## config.mk

```make
export PLATFORM = sky130hd
export DESIGN_NAME = multi_board_estop_aggregator_unit
export DESIGN_NICKNAME = d
export VERILOG_FILES = /design/src/sv/mbea_pkg.sv /design/src/sv/mbea_ctrl.sv /design/src/sv/mbea_datapath.sv /design/src/sv/multi_board_estop_aggregator_unit.sv
export SDC_FILE = /design/constraint.sdc
export NUM_CORES = 1
export LEC_CHECK = 0
export ABC_AREA = 0
export BUFFER_PORTS_ARGS = -buffer_cell sky130_fd_sc_hd__buf_2
export CELL_PAD_IN_SITES_DETAIL_PLACEMENT = 0
export CELL_PAD_IN_SITES_GLOBAL_PLACEMENT = 1
export CORE_MARGIN = 2
export CORE_UTILIZATION = 49
export CTS_BUF_LIST = sky130_fd_sc_hd__clkbuf_16
export CTS_CLUSTER_SIZE = 8
export DETAILED_ROUTE_END_ITERATION = 8
export HOLD_SLACK_MARGIN = 0.1
export PLACE_DENSITY_LB_ADDON = 0.25
export REMOVE_ABC_BUFFERS = 1
export SYNTH_ARGS = -nofsm -noshare
export SYNTH_HDL_FRONTEND = slang
export SYNTH_SLANG_ARGS = --single-unit
export TNS_END_PERCENT = 20
```

## constraint.sdc

```tcl
create_clock -name clk -period 7.7 [get_ports clk]
set_input_delay 1.155 -clock clk [delete_from_list [all_inputs] [get_ports clk]]
set_output_delay 1.155 -clock clk [all_outputs]
set_load 0.01 [all_outputs]
```

## src/sv/mbea_pkg.sv

```systemverilog
// ----------------------------------------------------------------------------
// mbea_pkg
// Shared types and constants for the multi-board e-stop aggregator.
// ----------------------------------------------------------------------------
package mbea_pkg;

  // Item kinds carried on s_tuser
  typedef enum logic [1:0] {
    ACT_REPORT    = 2'd0,
    ACT_TICK      = 2'd1,
    ACT_COORD     = 2'd2,
    ACT_RESET_REQ = 2'd3
  } action_t;

  // Reasons a reset request is refused
  typedef enum logic [1:0] {
    CAUSE_NONE  = 2'd0,
    CAUSE_ESTOP = 2'd1,
    CAUSE_STALE = 2'd2,
    CAUSE_LEVEL = 2'd3
  } cause_t;

  // Configuration register indexes
  localparam logic [1:0] REG_AUTO_RESET = 2'd0;
  localparam logic [1:0] REG_TIMEOUT    = 2'd1;
  localparam logic [1:0] REG_CRITICAL   = 2'd2;

  // Configuration reset values
  localparam logic        AUTO_RESET_INIT = 1'b0;
  localparam logic [15:0] TIMEOUT_INIT    = 16'd2000;
  localparam logic [7:0]  CRITICAL_INIT   = 8'd2;

  // Coordination command code that raises the stop
  localparam logic EMERG_CMD_CODE = 1'b1;

  // Controller to datapath commands
  typedef struct packed {
    logic accept;   // latch the input beat, clear accumulators
    logic update;   // store a report or advance time
    logic scan_rd;  // read table entry at the scan address
    logic finish;   // form the result and load the output register
  } cmd_t;

  // Datapath to controller status
  typedef struct packed {
    logic out_busy; // output register holds a beat that is not taken this cycle
  } sts_t;

  // One result beat
  typedef struct packed {
    logic [3:0] deny_board;
    cause_t     deny_cause;
    logic       reset_ok;
    logic       new_timeout;
    logic       stop_changed;
    logic       global_stop;
  } res_t;

endpackage

```

## src/sv/mbea_ctrl.sv

```systemverilog
// ----------------------------------------------------------------------------
// mbea_ctrl
// Sequencer: accepts one item, walks the board table once (a coordination
// command skips the walk), then hands the result to the output register.
// ----------------------------------------------------------------------------
module mbea_ctrl #(
  parameter int BOARDS = 16,
  parameter int IW     = 4
) (
  input  logic              clk,
  input  logic              rst,
  input  logic              s_tvalid,
  output logic              s_tready,
  input  logic [1:0]        s_tuser,   // [1:0] action
  input  mbea_pkg::sts_t    sts,
  output mbea_pkg::cmd_t    cmd,
  output logic [IW-1:0]     rd_addr
);
  import mbea_pkg::*;

  typedef enum logic [2:0] {
    S_IDLE,
    S_UPDATE,
    S_SCAN,
    S_DRAIN,
    S_FINISH
  } state_t;

  localparam logic [IW-1:0] LAST = IW'(BOARDS - 1);

  state_t        state;
  logic [IW-1:0] cnt;
  logic          in_acc;
  action_t       in_act;

  assign in_act   = action_t'(s_tuser);
  assign s_tready = (state == S_IDLE);
  assign in_acc   = s_tvalid && s_tready;
  assign rd_addr  = cnt;

  // Command decode
  always_comb begin
    cmd.accept  = in_acc;
    cmd.update  = (state == S_UPDATE);
    cmd.scan_rd = (state == S_SCAN);
    cmd.finish  = (state == S_FINISH) && !sts.out_busy;
  end

  // State register and scan counter
  always_ff @(posedge clk) begin
    if (rst) begin
      state <= S_IDLE;
      cnt   <= '0;
    end else begin
      case (state)
        S_IDLE: begin
          cnt <= '0;
          if (in_acc) begin
            case (in_act)
              ACT_REPORT, ACT_TICK: state <= S_UPDATE;
              ACT_RESET_REQ:        state <= S_SCAN;
              default:              state <= S_FINISH;
            endcase
          end
        end
        S_UPDATE: state <= S_SCAN;
        S_SCAN: begin
          if (cnt == LAST) begin
            state <= S_DRAIN;
          end else begin
            cnt <= cnt + 1'b1;
          end
        end
        S_DRAIN: state <= S_FINISH;
        S_FINISH: begin
          if (!sts.out_busy) begin
            state <= S_IDLE;
          end
        end
        default: state <= S_IDLE;
      endcase
    end
  end

endmodule

```

## src/sv/mbea_datapath.sv

```systemverilog
// ----------------------------------------------------------------------------
// mbea_datapath
// Board table, time base, configuration registers, scan accumulators and the
// output register.
// ----------------------------------------------------------------------------
module mbea_datapath #(
  parameter int BOARDS = 16,
  parameter int IW     = 4
) (
  input  logic              clk,
  input  logic              rst,
  input  logic              cfg_valid,
  output logic              cfg_ready,
  input  logic [1:0]        cfg_index,
  input  logic [15:0]       cfg_data,
  input  logic [15:0]       s_tdata,   // [3:0] board_index, [4] board_estop,
                                       // [12:5] board_level, [13] is_emergency
  input  logic [1:0]        s_tuser,   // [1:0] action
  output logic              m_tvalid,
  input  logic              m_tready,
  output logic [15:0]       m_tdata,   // [0] global_stop, [1] stop_changed,
                                       // [2] new_timeout, [3] reset_ok,
                                       // [5:4] deny_cause, [9:6] deny_board
  input  mbea_pkg::cmd_t    cmd,
  input  logic [IW-1:0]     rd_addr,
  output mbea_pkg::sts_t    sts
);
  import mbea_pkg::*;

  localparam int EW = 42; // estop, level, stale, stamp

  // Configuration registers
  logic        auto_reset;
  logic [15:0] timeout_ticks;
  logic [7:0]  critical_level;

  assign cfg_ready = 1'b1;

  always_ff @(posedge clk) begin
    if (rst) begin
      auto_reset     <= AUTO_RESET_INIT;
      timeout_ticks  <= TIMEOUT_INIT;
      critical_level <= CRITICAL_INIT;
    end else if (cfg_valid) begin
      case (cfg_index)
        REG_AUTO_RESET: auto_reset     <= cfg_data[0];
        REG_TIMEOUT:    timeout_ticks  <= cfg_data;
        REG_CRITICAL:   critical_level <= cfg_data[7:0];
        default: ;
      endcase
    end
  end

  // Latched item
  action_t    act;
  logic [3:0] bidx;
  logic       best;
  logic [7:0] blvl;
  logic       bemg;

  always_ff @(posedge clk) begin
    if (cmd.accept) begin
      act  <= action_t'(s_tuser);
      bidx <= s_tdata[3:0];
      best <= s_tdata[4];
      blvl <= s_tdata[12:5];
      bemg <= s_tdata[13];
    end
  end

  // Report address and range check
  logic [8:0]    bidx9;
  logic          in_range;
  logic [IW-1:0] rep_addr;

  assign bidx9    = 9'(bidx);
  assign in_range = bidx9 < 9'(BOARDS);
  assign rep_addr = bidx9[IW-1:0];

  // Table: valid bits in flops, entry data in memory
  logic [BOARDS-1:0] valid;
  logic [EW-1:0]     mem [BOARDS];
  logic [EW-1:0]     rdata;
  logic              rd_vld;
  logic [IW-1:0]     rd_idx;
  logic [31:0]       time_now;

  logic              we;
  logic [IW-1:0]     wa;
  logic [EW-1:0]     wd;

  // Entry fields of the beat under evaluation
  logic        e_valid;
  logic        e_estop;
  logic [7:0]  e_level;
  logic        e_stale;
  logic [31:0] e_stamp;
  logic [31:0] age;
  logic        newly;
  logic        stale_eff;
  logic        blocks;
  cause_t      cause_now;

  always_comb begin
    e_valid   = valid[rd_idx];
    e_estop   = rdata[41];
    e_level   = rdata[40:33];
    e_stale   = rdata[32];
    e_stamp   = rdata[31:0];
    age       = time_now - e_stamp;
    newly     = rd_vld && (act == ACT_TICK) && e_valid && !e_stale &&
                (age > {16'd0, timeout_ticks});
    stale_eff = e_stale || newly;
    blocks    = e_valid && (e_estop || stale_eff || (e_level >= critical_level));
    if (!e_valid) begin
      cause_now = CAUSE_NONE;
    end else if (e_estop) begin
      cause_now = CAUSE_ESTOP;
    end else if (e_stale) begin
      cause_now = CAUSE_STALE;
    end else if (e_level >= critical_level) begin
      cause_now = CAUSE_LEVEL;
    end else begin
      cause_now = CAUSE_NONE;
    end
  end

  // Write port: report store, or stale mark written back during a tick scan
  always_comb begin
    we = 1'b0;
    wa = rep_addr;
    wd = {best, blvl, 1'b0, time_now};
    if (cmd.update && (act == ACT_REPORT) && in_range) begin
      we = 1'b1;
    end else if (newly) begin
      we = 1'b1;
      wa = rd_idx;
      wd = {e_estop, e_level, 1'b1, e_stamp};
    end
  end

  always_ff @(posedge clk) begin
    if (we) begin
      mem[wa] <= wd;
    end
    if (cmd.scan_rd) begin
      rdata <= mem[rd_addr];
    end
    rd_idx <= rd_addr;
  end

  always_ff @(posedge clk) begin
    if (rst) begin
      valid    <= '0;
      time_now <= '0;
      rd_vld   <= 1'b0;
    end else begin
      rd_vld <= cmd.scan_rd;
      if (cmd.update && (act == ACT_REPORT) && in_range) begin
        valid[rep_addr] <= 1'b1;
      end
      if (cmd.update && (act == ACT_TICK)) begin
        time_now <= time_now + 32'd1;
      end
    end
  end

  // Scan accumulators
  logic          demand;
  logic          newto;
  cause_t        cause_acc;
  logic [IW-1:0] board_acc;

  always_ff @(posedge clk) begin
    if (cmd.accept) begin
      demand    <= 1'b0;
      newto     <= 1'b0;
      cause_acc <= CAUSE_NONE;
      board_acc <= '0;
    end else if (rd_vld) begin
      demand <= demand || blocks;
      newto  <= newto || newly;
      if ((cause_acc == CAUSE_NONE) && (cause_now != CAUSE_NONE)) begin
        cause_acc <= cause_now;
        board_acc <= rd_idx;
      end
    end
  end

  // Result formation
  logic       stop;
  logic       stop_next;
  logic       granted;
  logic [8:0] board9;
  res_t       res_next;
  res_t       res;

  assign board9 = 9'(board_acc);

  always_comb begin
    granted   = 1'b0;
    stop_next = stop;
    case (act)
      ACT_REPORT, ACT_TICK: stop_next = demand;
      ACT_COORD:            stop_next = stop || (bemg == EMERG_CMD_CODE);
      ACT_RESET_REQ: begin
        granted = (cause_acc == CAUSE_NONE) || auto_reset;
        if (granted) begin
          stop_next = 1'b0;
        end
      end
      default: stop_next = stop;
    endcase
    res_next.global_stop  = stop_next;
    res_next.stop_changed = stop_next != stop;
    res_next.new_timeout  = (act == ACT_TICK) && newto;
    res_next.reset_ok     = granted;
    res_next.deny_cause   = ((act == ACT_RESET_REQ) && !granted) ? cause_acc : CAUSE_NONE;
    res_next.deny_board   = ((act == ACT_RESET_REQ) && !granted) ? board9[3:0] : 4'd0;
  end

  // Stop flag and output register
  always_ff @(posedge clk) begin
    if (rst) begin
      stop     <= 1'b0;
      m_tvalid <= 1'b0;
    end else if (cmd.finish) begin
      stop     <= stop_next;
      m_tvalid <= 1'b1;
    end else if (m_tready) begin
      m_tvalid <= 1'b0;
    end
  end

  always_ff @(posedge clk) begin
    if (cmd.finish) begin
      res <= res_next;
    end
  end

  assign sts.out_busy = m_tvalid && !m_tready;
  assign m_tdata      = {6'd0, res};

`ifndef SYNTHESIS
  // A granted reset never carries a denial cause or board
  a_grant_clean: assert property (@(posedge clk) disable iff (rst)
    (m_tvalid && res.reset_ok) |-> (res.deny_cause == CAUSE_NONE && res.deny_board == 4'd0))
    else $error("granted reset carries denial info");

  // A newly stale board always leaves the stop raised
  a_timeout_stop: assert property (@(posedge clk) disable iff (rst)
    (m_tvalid && res.new_timeout) |-> res.global_stop)
    else $error("new timeout without global stop");

  // A denied reset leaves the stop flag as it was
  a_deny_hold: assert property (@(posedge clk) disable iff (rst)
    (m_tvalid && res.deny_cause != CAUSE_NONE) |-> !res.stop_changed)
    else $error("denied reset changed the stop");

  // Writes into the table only land inside it
  a_write_range: assert property (@(posedge clk) disable iff (rst)
    we |-> (9'(wa) < 9'(BOARDS)))
    else $error("table write out of range");
`endif

endmodule

```

## src/sv/multi_board_estop_aggregator_unit.sv

```systemverilog
// ----------------------------------------------------------------------------
// multi_board_estop_aggregator_unit
// Global emergency-stop aggregator over a table of board status entries.
// ----------------------------------------------------------------------------
// Each input beat is one of four kinds (s_tuser): a board status report, a
// time tick, a coordination command, or a reset request. Every beat yields
// exactly one result beat. Reports, ticks and reset requests walk the whole
// board table once through a single-port read of the entry memory, one entry
// per cycle, before the result beat is formed (a reset request skips the
// update step); a coordination command goes straight to forming its result.
// The next input beat can be accepted in the cycle after the result is
// loaded. One item is in flight at a time; a finished result waits in the
// output register while the next item is already accepted, and that item
// stalls in its last step until the output register is free. After reset
// the table is empty (all boards invalid), time is zero and the stop is
// clear. Configuration writes are always ready and must only be issued
// while the block is idle.
module multi_board_estop_aggregator_unit #(
  parameter int BOARDS = 16
) (
  input  logic        clk,
  input  logic        rst,
  // configuration write channel
  input  logic        cfg_valid,
  output logic        cfg_ready,
  input  logic [1:0]  cfg_index,
  input  logic [15:0] cfg_data,
  // input stream
  input  logic        s_tvalid,
  output logic        s_tready,
  input  logic [15:0] s_tdata,   // [3:0] board_index, [4] board_estop,
                                 // [12:5] board_level, [13] is_emergency
  input  logic [1:0]  s_tuser,   // [1:0] action
  // result stream
  output logic        m_tvalid,
  input  logic        m_tready,
  output logic [15:0] m_tdata    // [0] global_stop, [1] stop_changed,
                                 // [2] new_timeout, [3] reset_ok,
                                 // [5:4] deny_cause, [9:6] deny_board
);
  import mbea_pkg::*;

  localparam int IW = (BOARDS > 1) ? $clog2(BOARDS) : 1;

  cmd_t          cmd;
  sts_t          sts;
  logic [IW-1:0] rd_addr;

  mbea_ctrl #(
    .BOARDS (BOARDS),
    .IW     (IW)
  ) u_ctrl (
    .clk      (clk),
    .rst      (rst),
    .s_tvalid (s_tvalid),
    .s_tready (s_tready),
    .s_tuser  (s_tuser),
    .sts      (sts),
    .cmd      (cmd),
    .rd_addr  (rd_addr)
  );

  mbea_datapath #(
    .BOARDS (BOARDS),
    .IW     (IW)
  ) u_dp (
    .clk       (clk),
    .rst       (rst),
    .cfg_valid (cfg_valid),
    .cfg_ready (cfg_ready),
    .cfg_index (cfg_index),
    .cfg_data  (cfg_data),
    .s_tdata   (s_tdata),
    .s_tuser   (s_tuser),
    .m_tvalid  (m_tvalid),
    .m_tready  (m_tready),
    .m_tdata   (m_tdata),
    .cmd       (cmd),
    .rd_addr   (rd_addr),
    .sts       (sts)
  );

endmodule
```

# Word-level counts from Yosys, hierarchy flattened
# Memory sizes are Yosys's and may differ from the RTL's. A register that Yosys moved wholly into a read port is not among the register bits.
# Cells that the tools add are included.
# totals
register_bits,121
latchBits,0
mem_bits_rw,672
rom_bits,0
in_bits,41
out_inout_bits,19
word_cells,124
n_memories,1
# mem_list
memory,words,word_bits,rd,rd_clocked_by_memory_dff,write_ports,line_no,text
u_dp.mem,16,42,1,1,1,mbea_datapath.sv:82,logic [EW-1:0] mem [BOARDS];
# op_classes
addsub,3
mul,0
n_div,0
magnitude_cmp,6
n_eq_ne,17
n_shift,0
n_mux,28
n_bitwise,1
reduce_logical,42
# op_table
op,count
42-bit two-way mux,2
32-bit by 1-bit adder with 32-bit output (second input constant),1
32-bit by 16-bit greater-than comparator with 1-bit output,1
32-bit subtractor,1
16-bit bitwise OR,1
1-bit logical AND,15
4-bit by 5-bit < comparator with 1-bit output (second input constant),3
3-bit one-hot mux with 5 select lines,1
4-bit two-way mux,3
1-bit two-way mux,10
2-bit AND reduction,5
3-bit two-way mux,3
2-bit equality test (second input constant),4
8-bit greater-or-equal comparator,1
2-bit logical NOT,4
2-bit two-way mux,4
2-bit inequality test (second input constant),4
4-bit one-hot mux with 2 select lines,1
1-bit logical OR,7
2-bit by 1-bit equality test with 1-bit output (second input constant),3
3-bit by 2-bit equality test with 1-bit output (second input constant),2
3-bit one-hot mux with 2 select lines,1
2-bit nonzero test,3
4-bit by 1-bit adder with 4-bit output (second input constant),1
12 further kinds,16

# Longest topological paths before layout
# depth
depth_word,10
mapped_depth,23
ltp_nobuf,21

# By module
# Synthesis repeated with hierarchy kept, for this count alone.
# hier_totals
hier_cells,1925
area_unflattened_um2,34369.2
# modules_own_cells
mod,instances,cells_each,area_per_inst_um2,seq_area_each_um2
mbea_datapath,1,1872,33933.8,23983.0
mbea_ctrl,1,53,435.4,140.1

# Least setup slack after synthesis
# Ideal clock, no wire load.
# synth_timing
kind,reg-to-reg
from,register u_dp.time_now[4]
to,memory u_dp.mem[12][0] (enable)
setup_ns,0.558
arrival_time_ns,7.957
required_time_ns,7.142
path_slack_ns,-0.815
stages_incl_launch_ff,21
n_path_buf,1
synth_period_minus_slack_ns,8.515
cell_sequence,dfxtp_1 -> ha_1 -> and2_1 -> a221oi_2 -> nand2_1 -> and2_1 -> o21ai_0 -> nand2b_1 -> a21o_1 -> a21oi_1 -> xnor2_1 -> ha_1 -> nand4_1 -> a2111oi_0 -> a211oi_1 -> a21oi_1 -> nor4_1 -> nand4_1 -> nor4_4 -> buf_6 -> o41ai_1
# synth_via
elab_chain_len,7
elab_cells_between_ends,9
cone_classes,add/sub: 1; order compare: 1; mux: 6; reduce/logical: 1
# synth_rtl
element,line_no,text
start: declaration,mbea_datapath.sv:86,logic [31:0] time_now;
start signal: assignment,mbea_datapath.sv:163,time_now <= time_now + 32'd1;
32-bit subtractor (*),mbea_datapath.sv:110,age = time_now - e_stamp;
32-bit by 16-bit greater-than comparator with 1-bit output (*),mbea_datapath.sv:112,"(age > {16'd0, timeout_ticks});"
1-bit logical AND (*),mbea_datapath.sv:111,newly = rd_vld && (act == ACT_TICK) && e_valid && !e_stale &&
1-bit two-way mux,mbea_datapath.sv:135,end else if (newly) begin
1-bit two-way mux,mbea_datapath.sv:133,if (cmd.update && (act == ACT_REPORT) && in_range) begin
1-bit two-way mux,mbea_datapath.sv:143,if (we) begin
1-bit two-way mux (not written as such),mbea_datapath.sv:144,mem[wa] <= wd;
end: declaration,mbea_datapath.sv:82,
# Every way passes the cells marked *; elsewhere a longest branch is shown, timed or not.

# Final worst setup path
# layout_timing
from,register u_dp.time_now[4]
to,memory u_dp.mem[11][3] (data pin)
# layout_via
elab_chain_len,5
# layout_rtl
element,line_no,text
32-bit subtractor,mbea_datapath.sv:110,
32-bit by 16-bit greater-than comparator with 1-bit output,mbea_datapath.sv:112,
1-bit logical AND,mbea_datapath.sv:111,
42-bit two-way mux,mbea_datapath.sv:135,
42-bit two-way mux,mbea_datapath.sv:133,
net u_dp.wd[3],mbea_datapath.sv:90,logic [EW-1:0] wd;
# The timed path passes the listed nets, and every way through them passes these cells.

==> flow_summary.yaml <==
run_status:
  status: "finished clean"
clock_network:
  path_clk_slew_ns: 0.05
  clock_latency_ns: 0.70
  cts_hold_buf: 0
  postCtsSetupBuffers: 0
  cts_tree: "yes"
  clockBufferDepth: 3
  cts_resized: 0
  cts.sinks: 835
  numCtsBuffers: 114
  cts_root_buf: "clkbuf_16"
  cts_max_level: 3
timing:
  setup_tns_ns: 0
  maxSlewHeadroom_pct: 20.0
  timing.final.hold_violations: 0
  setup_ws_ns: 1.60
  worstMarginPinSlew_ns: 1.19
  finalSetupViolCount: 0
  fin_crit_ns: 6.10
  skew_ns: 0.0572
  finalCritPeriodShare_pct: 79.3
  grt_setup_unrepaired: "no"
  slew_viol_final: 0
  max_freq_mhz: 164
synth:
  synthTopCellsByArea: "edfxtp_1 (62%), mux4_2 (14%), dfxtp_1 (5.3%), ha_1 (2.0%), nor2_1 (1.5%)"
  ys_types: 64
  synth_edf_count: 740
  synth_top_area_cell: "edfxtp_1"
  netlist_instances: 2213
  synth_seq_cells: 835
  yosysWarnings: 0
  yosysSeqAreaShare_pct: 67.5
  async_flop_share_pct: 0
  synthFlopType: "edfxtp_1"
  synth_area_per_cell_sq_um: 16.1
  netlist_area_sq_mm: 0.0357
  yosysMostFrequentCell: "edfxtp_1"
  ys_top_cells_by_count: "edfxtp_1 (740), mux4_2 (215), nor2_1 (147)"
  synth_top_area_share_pct: 62.2
critical_path:
  crit_arrival_ns: 6.47
  worst-r2r-cell-count: 21
  crit_cells: 21
  critical_path.startpoint_type: "flip-flop"
  crit_type: "flip-flop to flip-flop"
  critPathMaxStageDelay_ns: 0.77
  endpoint_kind: "flip-flop"
  worst_ep_required_time_ns: 8.07
  worst-path-buf-inv: 2
  r2r-start: "u_dp.time_now[4]"
  crit_family: "simple AND/OR/NAND/NOR gates"
  cp_max_fo: 26
  worstPathCellList: "ha_1 > and2_1 > a221oi_2 > nand2_1 > and2_1 > o21ai_0 > nand2b_1 > a21o_1 > a21oi_1 > xnor2_1 > ha_1 > nand4_1 > inv_1 > a221oi_1 > or2_2 > a21oi_1 > nor4_1 > and4_1 > buf_4 > nand4_1 > nand3_1"
  worst_path_max_delay_cell: "and4_1"
  crit_start: "u_dp.time_now[4]"
floorplanning:
  dieArea_sq_mm: 0.0751
  core_sq_mm: 0.0726
  die_w_um: 274
  die_h_um: 274
  io_pins: 60
  start_util_pct: 49.2
  num_rows: 99
detailed_routing:
  drtIter0Drc: 2331
  ant_nets: 0
  first_pass_iters: 6
  vias: 20579
  drc_errors: 0
  wl_mm: 88.5
  post_drt_wl_per_cell_um: 26.6
  vias_per_cell: 6.19
grt:
  use_met2_pct: 38.4
  grt.busiest_layer: "met2"
  grt_usage_pct: 23.7
  grt_pass1_vias: 20779
  gr-usage-met3_pct: 3.77
  grt_pass1_wl_mm: 131
  grt-ovfl-total: 0
  antenna_found_initial: 0
  grt_use_met1_pct: 33.4
  grt_max_degree: 105
pwr:
  power.density_mw_per_mm2: 242
  leakage_uw: 0.0135
  ir_drop_mv: 0.243
placed_design:
  gp_congestion: 0.859
  place_hpwl_mm: 48.4
  port-buffer-count: 50
  pre_cts_ws_ns: 1.76
cells_and_area:
  area_delta_synth_final_pct: 13.4
  drive_above_1_share_pct: 19.8
  diodes: 0
  multiInputGateArea_sq_mm: 0.0109
  nNetsFinal: 2390
  final_core_utilization_pct: 55.8
  regArea_sq_mm: 0.0241
  fill_cells: 5639
min_path:
  worstHoldStart: "u_dp.valid[15]"
  hold_class: "flip-flop to flip-flop"
  holdPathStages: 2
run:
  max_cap_viol_count: 0
cell type report:
cell class                      count  area share [%]
Inverter                          102           0.948
Sequential cell                   835            59.6
Timing Repair Buffer               92            1.61
Clock inverter                     74            1.07
Multi-Input combinational cell   1146            26.8
Tap cell                          959            2.96
Clock buffer                      114            7.04
layout by cell type, fill, tap and decap left out, drive strengths merged, types with 8 or more instances in the layout:
cell    instances
a211oi          8
nor2b           8
buf            92
nand4          63
inv           168
ha             57
xnor2          36
nand2b         14
o41ai          11
or3            16
nor4           10
a21o           15
a21boi         13
a31oi          10
nor2          147
and2           22
a21oi         103
o21ai          33
dfxtp          95
nor3           25
edfxtp        740
mux4          215
xor2           12
a22oi          42
o31ai          44
nand3          61
nand2          89
mux2i          19
clkbuf        114
registers in the layout, indices dropped and copies added, names as in the netlist, 4 cells and up:
name	count
u_ctrl.rd_addr	4
u_dp.bidx	4
u_dp.blvl	8
u_dp.board_acc	4
u_dp.critical_level	8
u_dp.m_tdata	10
u_dp.mem	672
u_dp.rd_idx	4
u_dp.rdata	42
u_dp.time_now	32
u_dp.timeout_ticks	16
u_dp.valid	16
path summary, 6_finish.rpt:
check                          to  slack (ns)
hold / removal     u_dp.valid[15]        0.44
setup reg to reg  u_dp.mem[11][3]        1.60
setup / recovery  u_dp.mem[11][3]        1.60
hold reg to reg    u_dp.valid[15]        0.44
power by group:
group	switching, uW	internal (uW)
Combinational	200	130
Sequential	27.3	4930
Clock	1870	2650
Total	2090	7710
worst register-to-register path, cell delays in order, from the launching register on:
cell and delay, ns:
dfxtp_1 0.43, ha_1 0.32, and2_1 0.19, a221oi_2 0.29, nand2_1 0.14, and2_1 0.19, o21ai_0 0.15, nand2b_1 0.10
a21o_1 0.19, a21oi_1 0.17, xnor2_1 0.15, ha_1 0.27, nand4_1 0.13, inv_1 0.06, a221oi_1 0.25, or2_2 0.15
a21oi_1 0.13, nor4_1 0.44, and4_1 0.78, buf_4 0.53, nand4_1 0.15, nand3_1 0.59
stage by stage:
stage | area (sq um) | hold slack [ns] | cells | total power (uW)
6_report | 40500 | 0.445 | 3322 | 9800
5_1_grt | 40500 | 0.473 | 3322 | 10100
4_1_cts | 40500 | 0.446 | 3322 | 9890
3_5_place_dp | 37200 | 0.438 | 3134 | 5380
3_3_place_gp | 37200 | 0.432 | 3134 | 5370
2_1_floorplan | 35200 | 0.416 | 2083 | 5290
logic make-up after synthesis:
logic type / after synthesis / synth area share, %
buffers and inverters: 237 / 2.62
AND/OR/NAND/NOR: 476 / 6.49
flip-flops: 835 / 67.5
multiplexers: 235 / 14.1
XOR/XNOR: 48 / 1.18
other: 2 / 0.0210
AO/OA/AOI/OAI: 322 / 5.99
adder cells (fa/ha/maj): 58 / 2.05
metal layers:
layer	share of wire [%]	wire length, um
met4	2.7	2400
met3	6.2	5530
met2	48	42800
met5	0	0
met1	43	37800
No activity file was read; power rests on OpenSTA's default activity.
